### src/hw/rtl/sgcp_pkg.sv
// Shared types, constants and decode helpers for the Super I/O GPIO
// configuration port. Used by every module of the block; depends on nothing.
`default_nettype none

package sgcp_pkg;

  // Number of GPIO pins that exist (8 to 64); banks above them are unmapped.
  localparam int NUM_PINS   = 64;
  localparam int NUM_BANKS  = (NUM_PINS + 7) / 8;
  localparam int BANK_W     = (NUM_BANKS > 1) ? $clog2(NUM_BANKS) : 1;
  localparam int BANK_SLOTS = 1 << BANK_W;

  localparam logic [7:0]  KEY_ENTER     = 8'h87;
  localparam logic [7:0]  KEY_EXIT      = 8'hAA;
  localparam logic [15:0] CHIP_ID_RESET = 16'hC450;
  localparam logic [7:0]  IDX_LDSEL     = 8'h07;
  localparam logic [7:0]  IDX_ID_HI     = 8'h20;
  localparam logic [7:0]  IDX_ID_LO     = 8'h21;
  localparam logic [7:0]  IDX_ENABLE    = 8'h30;
  localparam logic [7:0]  IDX_DIR_BASE  = 8'hE0;
  localparam logic [7:0]  GPIO_DEVICE   = 8'h07;
  localparam logic [7:0]  LOCKED_READ   = 8'hFF;

  localparam int IN_TDATA_W  = 72;
  localparam int IN_TUSER_W  = 2;
  localparam int OUT_TDATA_W = 144;

  typedef enum logic [1:0] {
    KIND_NONE = 2'd0,
    KIND_DIR  = 2'd1,
    KIND_DATA = 2'd2
  } reg_kind_t;

  typedef struct packed {
    logic [63:0] pin_levels;
    logic [7:0]  write_data;
    logic        port_select;
    logic        action;
  } item_t;

  typedef struct packed {
    logic        config_unlocked_flag;
    logic [63:0] pin_output_enable;
    logic [63:0] pin_drive_values;
    logic [7:0]  read_data;
  } result_t;

  // Pins of bank b that exist.
  function automatic logic [7:0] bank_mask(input logic [2:0] b);
    int         n;
    logic [7:0] m;
    n = NUM_PINS - int'(b) * 8;
    if (n <= 0) begin
      m = '0;
    end else if (n >= 8) begin
      m = '1;
    end else begin
      m = 8'((1 << n) - 1);
    end
    return m;
  endfunction

endpackage

`default_nettype wire

### src/hw/rtl/sgcp_in_stage.sv
// Input register of the GPIO configuration port: unpacks and holds one item.
// Depends on sgcp_pkg.
`default_nettype none

module sgcp_in_stage (
  input  wire logic                            clk,
  input  wire logic                            rst_n,
  input  wire logic                            in_tvalid,
  output logic                                 in_tready,
  input  wire logic [sgcp_pkg::IN_TDATA_W-1:0] in_tdata,
  input  wire logic [sgcp_pkg::IN_TUSER_W-1:0] in_tuser,
  input  wire logic                            take,
  output logic                                 item_valid,
  output sgcp_pkg::item_t                      item
);
  import sgcp_pkg::*;

  logic  valid_r, valid_nxt;
  item_t item_r;

  assign in_tready = !valid_r || take;
  assign valid_nxt = (in_tvalid && in_tready) || (valid_r && !take);

  always_ff @(posedge clk) begin
    if (!rst_n) begin
      valid_r <= 1'b0;
    end else begin
      valid_r <= valid_nxt;
    end
  end

  always_ff @(posedge clk) begin
    if (in_tvalid && in_tready) begin
      item_r.action      <= in_tuser[0];
      item_r.port_select <= in_tuser[1];
      item_r.write_data  <= in_tdata[7:0];
      item_r.pin_levels  <= in_tdata[71:8];
    end
  end

  assign item_valid = valid_r;
  assign item       = item_r;

endmodule

`default_nettype wire

### src/hw/rtl/sgcp_core.sv
// Configuration state and access decode: key sequence, index register,
// device select, bank enables, direction and output latches. Uses sgcp_pkg.
`default_nettype none

module sgcp_core (
  input  wire logic             clk,
  input  wire logic             rst_n,
  input  wire logic             cfg_wr_en,
  input  wire logic [15:0]      cfg_wr_data,
  input  wire logic             en,
  input  wire sgcp_pkg::item_t  item,
  output sgcp_pkg::result_t     result
);
  import sgcp_pkg::*;

  logic [15:0] chip_id_r;
  logic        key_seen_r, key_seen_nxt;
  logic        unlocked_r, unlocked_nxt;
  logic [7:0]  index_r, index_nxt;
  logic [7:0]  dev_r, dev_nxt;
  logic [7:0]  bank_en_r, bank_en_nxt;
  logic [7:0]  dir_r   [BANK_SLOTS];
  logic [7:0]  dir_nxt [BANK_SLOTS];
  logic [7:0]  latch_r   [BANK_SLOTS];
  logic [7:0]  latch_nxt [BANK_SLOTS];

  logic [7:0]        off;
  logic [BANK_W-1:0] bank;
  logic              bank_ok;
  reg_kind_t         kind;
  logic [7:0]        mask;
  logic [7:0]        lv;
  logic [7:0]        dir_sel;
  logic [7:0]        rd;
  logic [63:0]       drive;
  logic [63:0]       oe;

  always_comb begin
    off     = index_r - IDX_DIR_BASE;
    bank    = off[BANK_W+1:2];
    bank_ok = ({1'b0, off[4:2]} < 4'(NUM_BANKS));
    if (index_r >= IDX_DIR_BASE && !off[1] && bank_ok) begin
      kind = off[0] ? KIND_DATA : KIND_DIR;
    end else begin
      kind = KIND_NONE;
    end
    mask    = bank_mask(3'(bank));
    dir_sel = dir_r[bank];
    lv      = item.pin_levels[{bank, 3'b000} +: 8];

    key_seen_nxt = key_seen_r;
    unlocked_nxt = unlocked_r;
    index_nxt    = index_r;
    dev_nxt      = dev_r;
    bank_en_nxt  = bank_en_r;
    dir_nxt      = dir_r;
    latch_nxt    = latch_r;
    rd           = '0;

    if (en) begin
      if (!unlocked_r) begin
        if (item.action) begin
          rd = LOCKED_READ;
        end else if (!item.port_select) begin
          if (item.write_data == KEY_ENTER) begin
            // The second key byte in a row opens the configuration space.
            unlocked_nxt = key_seen_r;
            key_seen_nxt = !key_seen_r;
          end else begin
            key_seen_nxt = 1'b0;
          end
        end
      end else if (!item.port_select) begin
        if (item.action) begin
          rd = index_r;
        end else if (item.write_data == KEY_EXIT) begin
          unlocked_nxt = 1'b0;
          key_seen_nxt = 1'b0;
        end else begin
          index_nxt = item.write_data;
        end
      end else if (item.action) begin
        if (index_r == IDX_LDSEL) begin
          rd = dev_r;
        end else if (index_r == IDX_ID_HI) begin
          rd = chip_id_r[15:8];
        end else if (index_r == IDX_ID_LO) begin
          rd = chip_id_r[7:0];
        end else if (dev_r != GPIO_DEVICE) begin
          rd = '0;
        end else if (index_r == IDX_ENABLE) begin
          rd = bank_en_r;
        end else begin
          case (kind)
            KIND_DIR:  rd = dir_sel;
            KIND_DATA: rd = ((lv & dir_sel) | (latch_r[bank] & ~dir_sel)) & mask;
            default:   rd = '0;
          endcase
        end
      end else begin
        if (index_r == IDX_LDSEL) begin
          dev_nxt = item.write_data;
        end else if (dev_r == GPIO_DEVICE) begin
          if (index_r == IDX_ENABLE) begin
            bank_en_nxt = item.write_data;
          end else begin
            case (kind)
              KIND_DIR:  dir_nxt[bank]   = item.write_data | ~mask;
              KIND_DATA: latch_nxt[bank] = item.write_data & mask;
              default:   ;
            endcase
          end
        end
      end
    end

    // Pin views reflect the state left by this item.
    drive = '0;
    oe    = '0;
    for (int b = 0; b < NUM_BANKS; b++) begin
      drive[b*8 +: 8] = latch_nxt[b] & bank_mask(3'(b));
      oe[b*8 +: 8]    = ~dir_nxt[b] & bank_mask(3'(b));
    end

    result.read_data            = rd;
    result.pin_drive_values     = drive;
    result.pin_output_enable    = oe;
    result.config_unlocked_flag = unlocked_nxt;
  end

  always_ff @(posedge clk) begin
    if (!rst_n) begin
      chip_id_r  <= CHIP_ID_RESET;
      key_seen_r <= 1'b0;
      unlocked_r <= 1'b0;
      index_r    <= '0;
      dev_r      <= '0;
      bank_en_r  <= '1;
      for (int b = 0; b < BANK_SLOTS; b++) begin
        dir_r[b]   <= '1;
        latch_r[b] <= '0;
      end
    end else begin
      if (cfg_wr_en) begin
        chip_id_r <= cfg_wr_data;
      end
      key_seen_r <= key_seen_nxt;
      unlocked_r <= unlocked_nxt;
      index_r    <= index_nxt;
      dev_r      <= dev_nxt;
      bank_en_r  <= bank_en_nxt;
      dir_r      <= dir_nxt;
      latch_r    <= latch_nxt;
    end
  end

`ifndef ASSERT_OFF
  a_key_clear_when_open: assert property (@(posedge clk) disable iff (!rst_n)
    !(key_seen_r && unlocked_r))
    else $error("key seen while configuration space is open");

  a_unlock_needs_key: assert property (@(posedge clk) disable iff (!rst_n)
    $rose(unlocked_r) |-> $past(key_seen_r && en))
    else $error("unlocked without a preceding key byte");

  a_idle_holds_state: assert property (@(posedge clk) disable iff (!rst_n)
    !en |=> ($stable(unlocked_r) && $stable(index_r) && $stable(dev_r)))
    else $error("state changed with no item processed");
`endif

endmodule

`default_nettype wire

### src/hw/rtl/sgcp_out_stage.sv
// Output register of the GPIO configuration port: holds one result item and
// packs it onto the result channel. Depends on sgcp_pkg.
`default_nettype none

module sgcp_out_stage (
  input  wire logic                             clk,
  input  wire logic                             rst_n,
  input  wire logic                             take,
  input  wire sgcp_pkg::result_t                result,
  output logic                                  room,
  output logic                                  out_tvalid,
  input  wire logic                             out_tready,
  output logic [sgcp_pkg::OUT_TDATA_W-1:0]      out_tdata
);
  import sgcp_pkg::*;

  logic    valid_r, valid_nxt;
  result_t res_r;

  assign room      = !valid_r || out_tready;
  assign valid_nxt = take || (valid_r && !out_tready);

  always_ff @(posedge clk) begin
    if (!rst_n) begin
      valid_r <= 1'b0;
    end else begin
      valid_r <= valid_nxt;
    end
  end

  always_ff @(posedge clk) begin
    if (take) begin
      res_r <= result;
    end
  end

  assign out_tvalid = valid_r;
  assign out_tdata  = {7'b0, res_r.config_unlocked_flag, res_r.pin_output_enable,
                       res_r.pin_drive_values, res_r.read_data};

endmodule

`default_nettype wire

### src/hw/rtl/superio_gpio_config_port_unit.sv
// Top level of the Super I/O GPIO configuration port.
// Instantiates sgcp_in_stage, sgcp_core and sgcp_out_stage; uses sgcp_pkg.
//
// Each input item is one byte access to the index port or the data port of
// the configuration space. Two index writes of 0x87 open the space, 0xAA
// closes it. Every item yields exactly one result item carrying the read
// byte (zero on writes), the pin drive values, the pin output enables and
// the unlock flag as they stand after the access.
// The chip ID is written through cfg_wr_en / cfg_wr_data; the user must do so
// only while no item is in flight, which the block does not enforce. It takes
// effect at the next clock edge. An accepted item is held in the input register
// until the core takes it; its result is then held in the output register,
// which raises out_tvalid.
// Throughput: one item per cycle while the receiver does not stall, set by the
// single decode pass between the two registers.
// Reset (rst_n low, synchronous) locks the space, clears the key, index and
// device select, sets bank enables to 0xFF, all pins to input and all output
// latches to zero; both registers are emptied.
// When the receiver stalls, the result is held; one more item is taken into
// the input register and in_tready then drops until the result leaves.
`default_nettype none

module superio_gpio_config_port_unit (
  input  wire logic         clk,
  input  wire logic         rst_n,
  // cfg_wr_data: chip_id[15:0]
  input  wire logic         cfg_wr_en,
  input  wire logic [15:0]  cfg_wr_data,
  input  wire logic         in_tvalid,
  output logic              in_tready,
  // in_tdata: write_data[7:0], pin_levels[71:8]
  input  wire logic [71:0]  in_tdata,
  // in_tuser: action[0], port_select[1]
  input  wire logic [1:0]   in_tuser,
  output logic              out_tvalid,
  input  wire logic         out_tready,
  // out_tdata: read_data[7:0], pin_drive_values[71:8], pin_output_enable[135:72],
  // config_unlocked_flag[136], zero fill[143:137]
  output logic [143:0]      out_tdata
);
  import sgcp_pkg::*;

  logic    s1_valid;
  item_t   s1_item;
  result_t result;
  logic    room;
  logic    take;

  assign take = s1_valid && room;

  sgcp_in_stage u_in (
    .clk        (clk),
    .rst_n      (rst_n),
    .in_tvalid  (in_tvalid),
    .in_tready  (in_tready),
    .in_tdata   (in_tdata),
    .in_tuser   (in_tuser),
    .take       (take),
    .item_valid (s1_valid),
    .item       (s1_item)
  );

  sgcp_core u_core (
    .clk         (clk),
    .rst_n       (rst_n),
    .cfg_wr_en   (cfg_wr_en),
    .cfg_wr_data (cfg_wr_data),
    .en          (take),
    .item        (s1_item),
    .result      (result)
  );

  sgcp_out_stage u_out (
    .clk        (clk),
    .rst_n      (rst_n),
    .take       (take),
    .result     (result),
    .room       (room),
    .out_tvalid (out_tvalid),
    .out_tready (out_tready),
    .out_tdata  (out_tdata)
  );

`ifndef ASSERT_OFF
  a_ready_low_only_on_stall: assert property (@(posedge clk) disable iff (!rst_n)
    !in_tready |-> (out_tvalid && !out_tready))
    else $error("input stalled although the result side can move");

  a_take_fills_output: assert property (@(posedge clk) disable iff (!rst_n)
    take |=> out_tvalid)
    else $error("processed item did not reach the output register");

  a_held_item_kept: assert property (@(posedge clk) disable iff (!rst_n)
    (s1_valid && !take) |=> s1_valid)
    else $error("waiting item dropped from the input register");
`endif

endmodule

`default_nettype wire
### config.mk
export PLATFORM = sky130hd
export DESIGN_NAME = superio_gpio_config_port_unit
export DESIGN_NICKNAME = d
export VERILOG_FILES = /design/src/hw/rtl/sgcp_pkg.sv /design/src/hw/rtl/sgcp_in_stage.sv /design/src/hw/rtl/sgcp_core.sv /design/src/hw/rtl/sgcp_out_stage.sv /design/src/hw/rtl/superio_gpio_config_port_unit.sv
export SDC_FILE = /design/constraint.sdc
export NUM_CORES = 1
export LEC_CHECK = 0
export BUFFER_PORTS_ARGS = -buffer_cell sky130_fd_sc_hd__buf_2
export CAP_MARGIN = 20
export CORE_ASPECT_RATIO = 1.4
export CORE_MARGIN = 2
export CORE_UTILIZATION = 30
export DETAILED_ROUTE_END_ITERATION = 16
export GPL_TIMING_DRIVEN = 0
export PLACE_DENSITY = 0.58
export SYNTH_ARGS = -nofsm -noshare
export SYNTH_HDL_FRONTEND = slang
export SYNTH_HIERARCHICAL = 1
export SYNTH_SLANG_ARGS = --single-unit
### constraint.sdc
create_clock -name clk -period 11.07 [get_ports clk]
set_input_delay 2.214 -clock clk [delete_from_list [all_inputs] [get_ports clk]]
set_output_delay 2.214 -clock clk [all_outputs]
set_load 0.01 [all_outputs]
Yosys cells after proc, flatten, opt, wreduce, memory -nomap -nowiden --
Cells that the tools add are included.
Storage, ports and cells: flip-flop bits (word level) 383, input bits 95, output and inout port bits 146, logic and storage cells 150
Operators by class: add/subtract/negate cells 3, $lt $le $gt $ge 5, equal/unequal tests 11, shift operators 2, multiplexer cells 56, bitwise logic cells 21, reduce and logical (&&, ||, !) cells 20
Operators with widths (number):
- two-way mux 64 bit | 16
- two-way mux 8 bit | 17
- bitwise mux 64 bit | 2
- inverter 8 bit | 10
- indexed part select 64 x 7 -> 8 bit | 1
- binary-select mux 8 bit (select 3 bit) | 2
- AND 8 bit | 4
- >= comparator 32 x 5 -> 1 bit (second input constant) | 1
- less-or-equal comparator 32 x 1 -> 1 bit (second input constant) | 1
- left shift 1 x 32 -> 8 bit (first input constant) | 1
- demux 8 bit (select 3 bit) | 1
- == test 8 x 6 -> 1 bit (second input constant) | 3
- == test 8 x 3 -> 1 bit (second input constant) | 2
- == test 8 bit (second input constant) | 2
- OR 8 bit | 2
- one-hot mux 8 bit (2 select lines) | 1
- two-way mux 1 bit | 15
- AND reduction 5 bit | 2
- >= comparator 8 bit (second input constant) | 1
- inequality test 8 x 3 -> 1 bit (second input constant) | 1
- subtractor 7 x 6 -> 8 bit (first input constant) | 1
- subtractor 8 x 2 -> 8 bit (second input constant) | 1
- AND reduction 7 bit | 1
- logical AND 1 bit | 6
- 12 further kinds | 24

Longest topological paths before layout --
depth after elaboration 18, mapped depth 12, gate-level depth less buffers 8

Hierarchy --
Netlist, hierarchy kept.
Modules (own cells, without submodules):
- sgcp_core | times used 1, cells each 897, area each 8858.5 um^2, sequential area each 3403.3 um^2
- sgcp_out_stage | times used 1, cells each 149, area each 4219.0 um^2, sequential area each 4134.0 um^2
- sgcp_in_stage | times used 1, cells each 79, area each 2279.7 um^2, sequential area each 2242.2 um^2
- superio_gpio_config_port_unit | times used 1, cells each 1, area each 6.3 um^2, sequential area each 0.0 um^2

Least setup slack after synthesis --
OpenSTA, ideal clock, no wires.
path type input -> output, start input out_tready, end output in_tready, arrival 6226 ps, data required time 8856 ps, setup slack 2630 ps, stages on the path 3, buffers on the path 0, cell sequence nand2b_4 and2_1 nand2b_4
Between the ends: cells in the longest elaborated chain, start to end 3
RTL lines:
- start, declared | RTL line superio_gpio_config_port_unit.sv:36 | input wire logic out_tready,
- logical OR 1 bit | RTL line sgcp_out_stage.sv:20 | assign room = !valid_r || out_tready;
- logical AND 1 bit | RTL line superio_gpio_config_port_unit.sv:49 | assign take = s1_valid && room;
- net take | RTL line superio_gpio_config_port_unit.sv:47 | logic take;
- logical OR 1 bit | RTL line sgcp_in_stage.sv:21 | assign in_tready = !valid_r || take;
- end, declared | RTL line superio_gpio_config_port_unit.sv:30 | output logic in_tready,
The timed path passes the listed nets, and every way through them passes these cells.

Worst setup path in the final report --
start input out_tready, end output in_tready
Between the ends: cells in the longest elaborated chain, start to end 3
RTL lines:
- logical OR 1 bit | RTL line sgcp_out_stage.sv:20
- net room | RTL line superio_gpio_config_port_unit.sv:46 | logic room;
- logical AND 1 bit | RTL line superio_gpio_config_port_unit.sv:49
- net take | RTL line superio_gpio_config_port_unit.sv:47
- logical OR 1 bit | RTL line sgcp_in_stage.sv:21
The timed path passes the listed nets, and every way through them passes these cells.

==> impl_metrics.csv <==
group,metric,value,unit
setup_path,reg2reg_from,"u_core/index_r[3]",
clock_network,cts-root-buf,"clkbuf_16",
sta,rsz0062_at_grt,"false",
drt,avgViaCountPerCell,4.931,
clock_network,cts.clk_slew.worst_paths,0.06,ns
synth,synth_ff_type,"edfxtp_1",
setup_path,critPathKind,"in -> out",
drt,postRouteAntennaNets,0,
finish,final_area,18700,um^2
sta,fin_tns_setup,0,ns
synth,avgSynthCellArea,13.64,um^2
global_route,grt_first_pass_wirelength,70380,um
sta,drv_slew,0,
setup_path,critPathLaunch,"out_tready",
sta,hold_violations,0,
placed_design,place_area,17420,um^2
setup_path,slowest_stage,"and2_4",
power_and_ir_drop,peakVddDrop,0.1240,mV
sta,setup_viol,0,
clock_network,postCtsHoldBufs,0,
sta,fmax,184.0,MHz
setup_path,critPathRequiredTime,8.86,ns
clock_network,clock_path_buffers,3,
finish,final_cell_mix,"buf_2 (252), edfxtp_1 (211), dfxtp_1 (172), mux2i_1 (126), nand2_1 (104)",
drt,dr.pass1.iters,6,
setup_path,cp-start-kind,"primary input",
placed_design,routabilityCongestion,0.8861,
synth,synth-edff-count,211,
global_route,grt_usage,18.15,%
finish,final_nets,1505,
synth,synth-warning-count,6,
sta,worstMarginPinSlew,0.9769,ns
drt,drt-total-wl,48600,um
floorplan,die_area,53060,um^2
synth,syn_area,15360,um^2
synth,ys_types,67,
drt,wl_per_cell,23.29,um
finish,seq_area,9779,um^2
setup_path,worstPathArrival,3.22,ns
floorplan,num_io_pins,241,
sta,fin_crit_sh,49.09,%
clock_network,cts_made_buffers,38,
min_path,hold_class,"reg -> reg",
placed_design,port_buffers,232,
synth,syn_inst,1126,
clock_network,ctsResizeCount,0,
setup_path,crit_path_end_kind,"primary output",
global_route,overflow,0,
floorplan,core_area,50890,um^2
clock_network,cts.sinks,383,
global_route,antenna_found_initial,6,
drt,drc,0,
floorplan,initial_utilization,30.19,%
power_and_ir_drop,powerDensity,164.3,nW/um^2
job,cap_violations,0,
clock_network,htree_num_levels,2,
sta,fin_crit,5.434,ns
power_and_ir_drop,p_leak,6.979,nW
clock_network,cts_setup_buffers,0,
finish,n_fill_cell,4912,
finish,layout_commonest_cell,"buf_2",
drt,vias,10290,
global_route,grt_pass1_vias,10550,
sta,skew,0.02252,ns
setup_path,cp_max_fo,30,
outcome,status,"finished, final reports clean",
placed_design,dpl.hpwl,35290,um
min_path,hold_start,"u_core/bank_en_r[7]",
finish,multi_input_area,5231,um^2
finish,drive_gt1_share,31.82,%
setup_path,crit_chain,"buf_2, nand2b_4, and2_4, nand2b_4, buf_2",
floorplan,fp-row-count,98,
clock_network,cts_tree,"done",
synth,ys_seq_elements,383,
sta,timing.slew.headroom,34.88,%
synth,ys_seq_area_share,63.65,%
synth,ys_async_sr_fraction,0,%
drt,drt_iter0_markers,756,
floorplan,die_y,271.8,um
global_route,grt_max_degree,75,
clock_network,clk_latency,0.56,ns
setup_path,cpPeakStageDelay,0.45,ns
finish,area_growth,21.73,%
floorplan,die_x,195.3,um
## sequential cells by signal, indices dropped and copies added, names as in the netlist
signal	cells
u_core/unlocked_r	1
u_core/dev_r	8
u_core/latch_r	64
u_core/index_r	8
u_core/key_seen_r	1
u_core/dir_r	64
u_in/item	74
u_out/out_tvalid	1
u_core/bank_en_r	8
u_out/out_tdata	137
u_core/chip_id_r	16
u_in/item_valid	1
## critical path: cells and delay by family
| family | cells | cell delay, ns |
|---|---|---|
| buffers and inverters | 2 | 0.20 |
| and+or+nand+nor | 3 | 0.80 |
## power breakdown
part	total, mW	switching [mW]	internal [mW]
Sequential	1.57	0.0205	1.55
Combinational	0.162	0.103	0.0589
Clock	1.34	0.574	0.763
Total	3.07	0.697	2.37
## final timing paths
| kind | to | slack [ns] | cells past startpoint |
|---|---|---|---|
| min reg2reg | u_core/bank_en_r[7] | 0.47 | 2 |
| max | in_tready | 5.64 | 5 |
| max reg2reg | u_out/out_tdata[125] | 6.27 | 11 |
| min | u_core/bank_en_r[7] | 0.47 | 2 |
## kinds of logic (layout without fill, tap and decap cells)
kind of cell	count (synthesis)	count (layout)	synth area share (%)
flops	383	383	63.65
simple gates	330	330	11.77
mux	224	224	17.30
compound gates	99	99	4.471
buf+inv	85	389	2.459
fa+ha+maj	4	4	0.3258
other cells	1	8	0.02441
## per-stage QoR
step           power [mW]  hold WS, ns  util (%)  std cells  setup WS (ns)
4_1_cts             3.112       0.4690     36.75       2086          5.598
3_5_place_dp        1.769       0.4540     34.23       2016          5.599
5_1_grt             3.179       0.4957     36.75       2087          5.571
2_1_floorplan       1.682       0.4320         -       1132          2.630
6_report            3.072       0.4687     36.75       2087          5.636
3_3_place_gp        1.770       0.4468     34.12       2014         0.7273
## cell type report
class                   instances  share of cell area, %
plain buffers                  74                  1.800
flip-flops and latches        383                  52.29
clock buffers                  49                  5.526
repair buffers                234                  6.503
well taps                     650                  4.349
multi-input cells             664                  27.97
diodes                          1                0.01338
clock inverters                21                  1.325
inverters                      11                 0.2208
## Yosys cell counts, drive strengths merged (4+ instances only)
| master | n | area [um^2] |
|---|---|---|
| a31oi | 4 | 25.02 |
| nor2 | 34 | 172.7 |
| clkbuf | 42 | 157.7 |
| or3 | 4 | 25.02 |
| nand4 | 4 | 25.02 |
| a21boi | 7 | 60.06 |
| o31ai | 5 | 37.54 |
| o32ai | 5 | 43.79 |
| dfxtp | 172 | 3443 |
| o22ai | 5 | 31.28 |
| ha | 4 | 50.05 |
| a21oi | 18 | 90.09 |
| mux4 | 26 | 585.6 |
| nand2 | 104 | 390.4 |
| inv | 10 | 37.53 |
| mux2 | 72 | 810.8 |
| a221oi | 6 | 52.55 |
| nor3b | 7 | 52.55 |
| edfxtp | 211 | 6336 |
| mux2i | 126 | 1261 |
| nor3 | 10 | 50.05 |
| o21ai | 19 | 95.09 |
| or2 | 11 | 68.82 |
| nand2b | 9 | 71.32 |
| and2 | 71 | 446.7 |
| nor2b | 41 | 256.5 |
| a211oi | 8 | 60.06 |
| nand3 | 16 | 80.08 |
| nor4 | 8 | 71.32 |
| o221ai | 4 | 35.03 |
| buf | 32 | 178.9 |
## layer usage
| layer | share of wire (%) | global-route usage [%] |
|---|---|---|
| met5 | 0.099 | 0 |
| met1 | 39 | 21.30 |
| met2 | 50 | 32.15 |
| met4 | 4.5 | 8.116 |
| met3 | 6.0 | 3.404 |
Power figures use the tool's default switching activity.
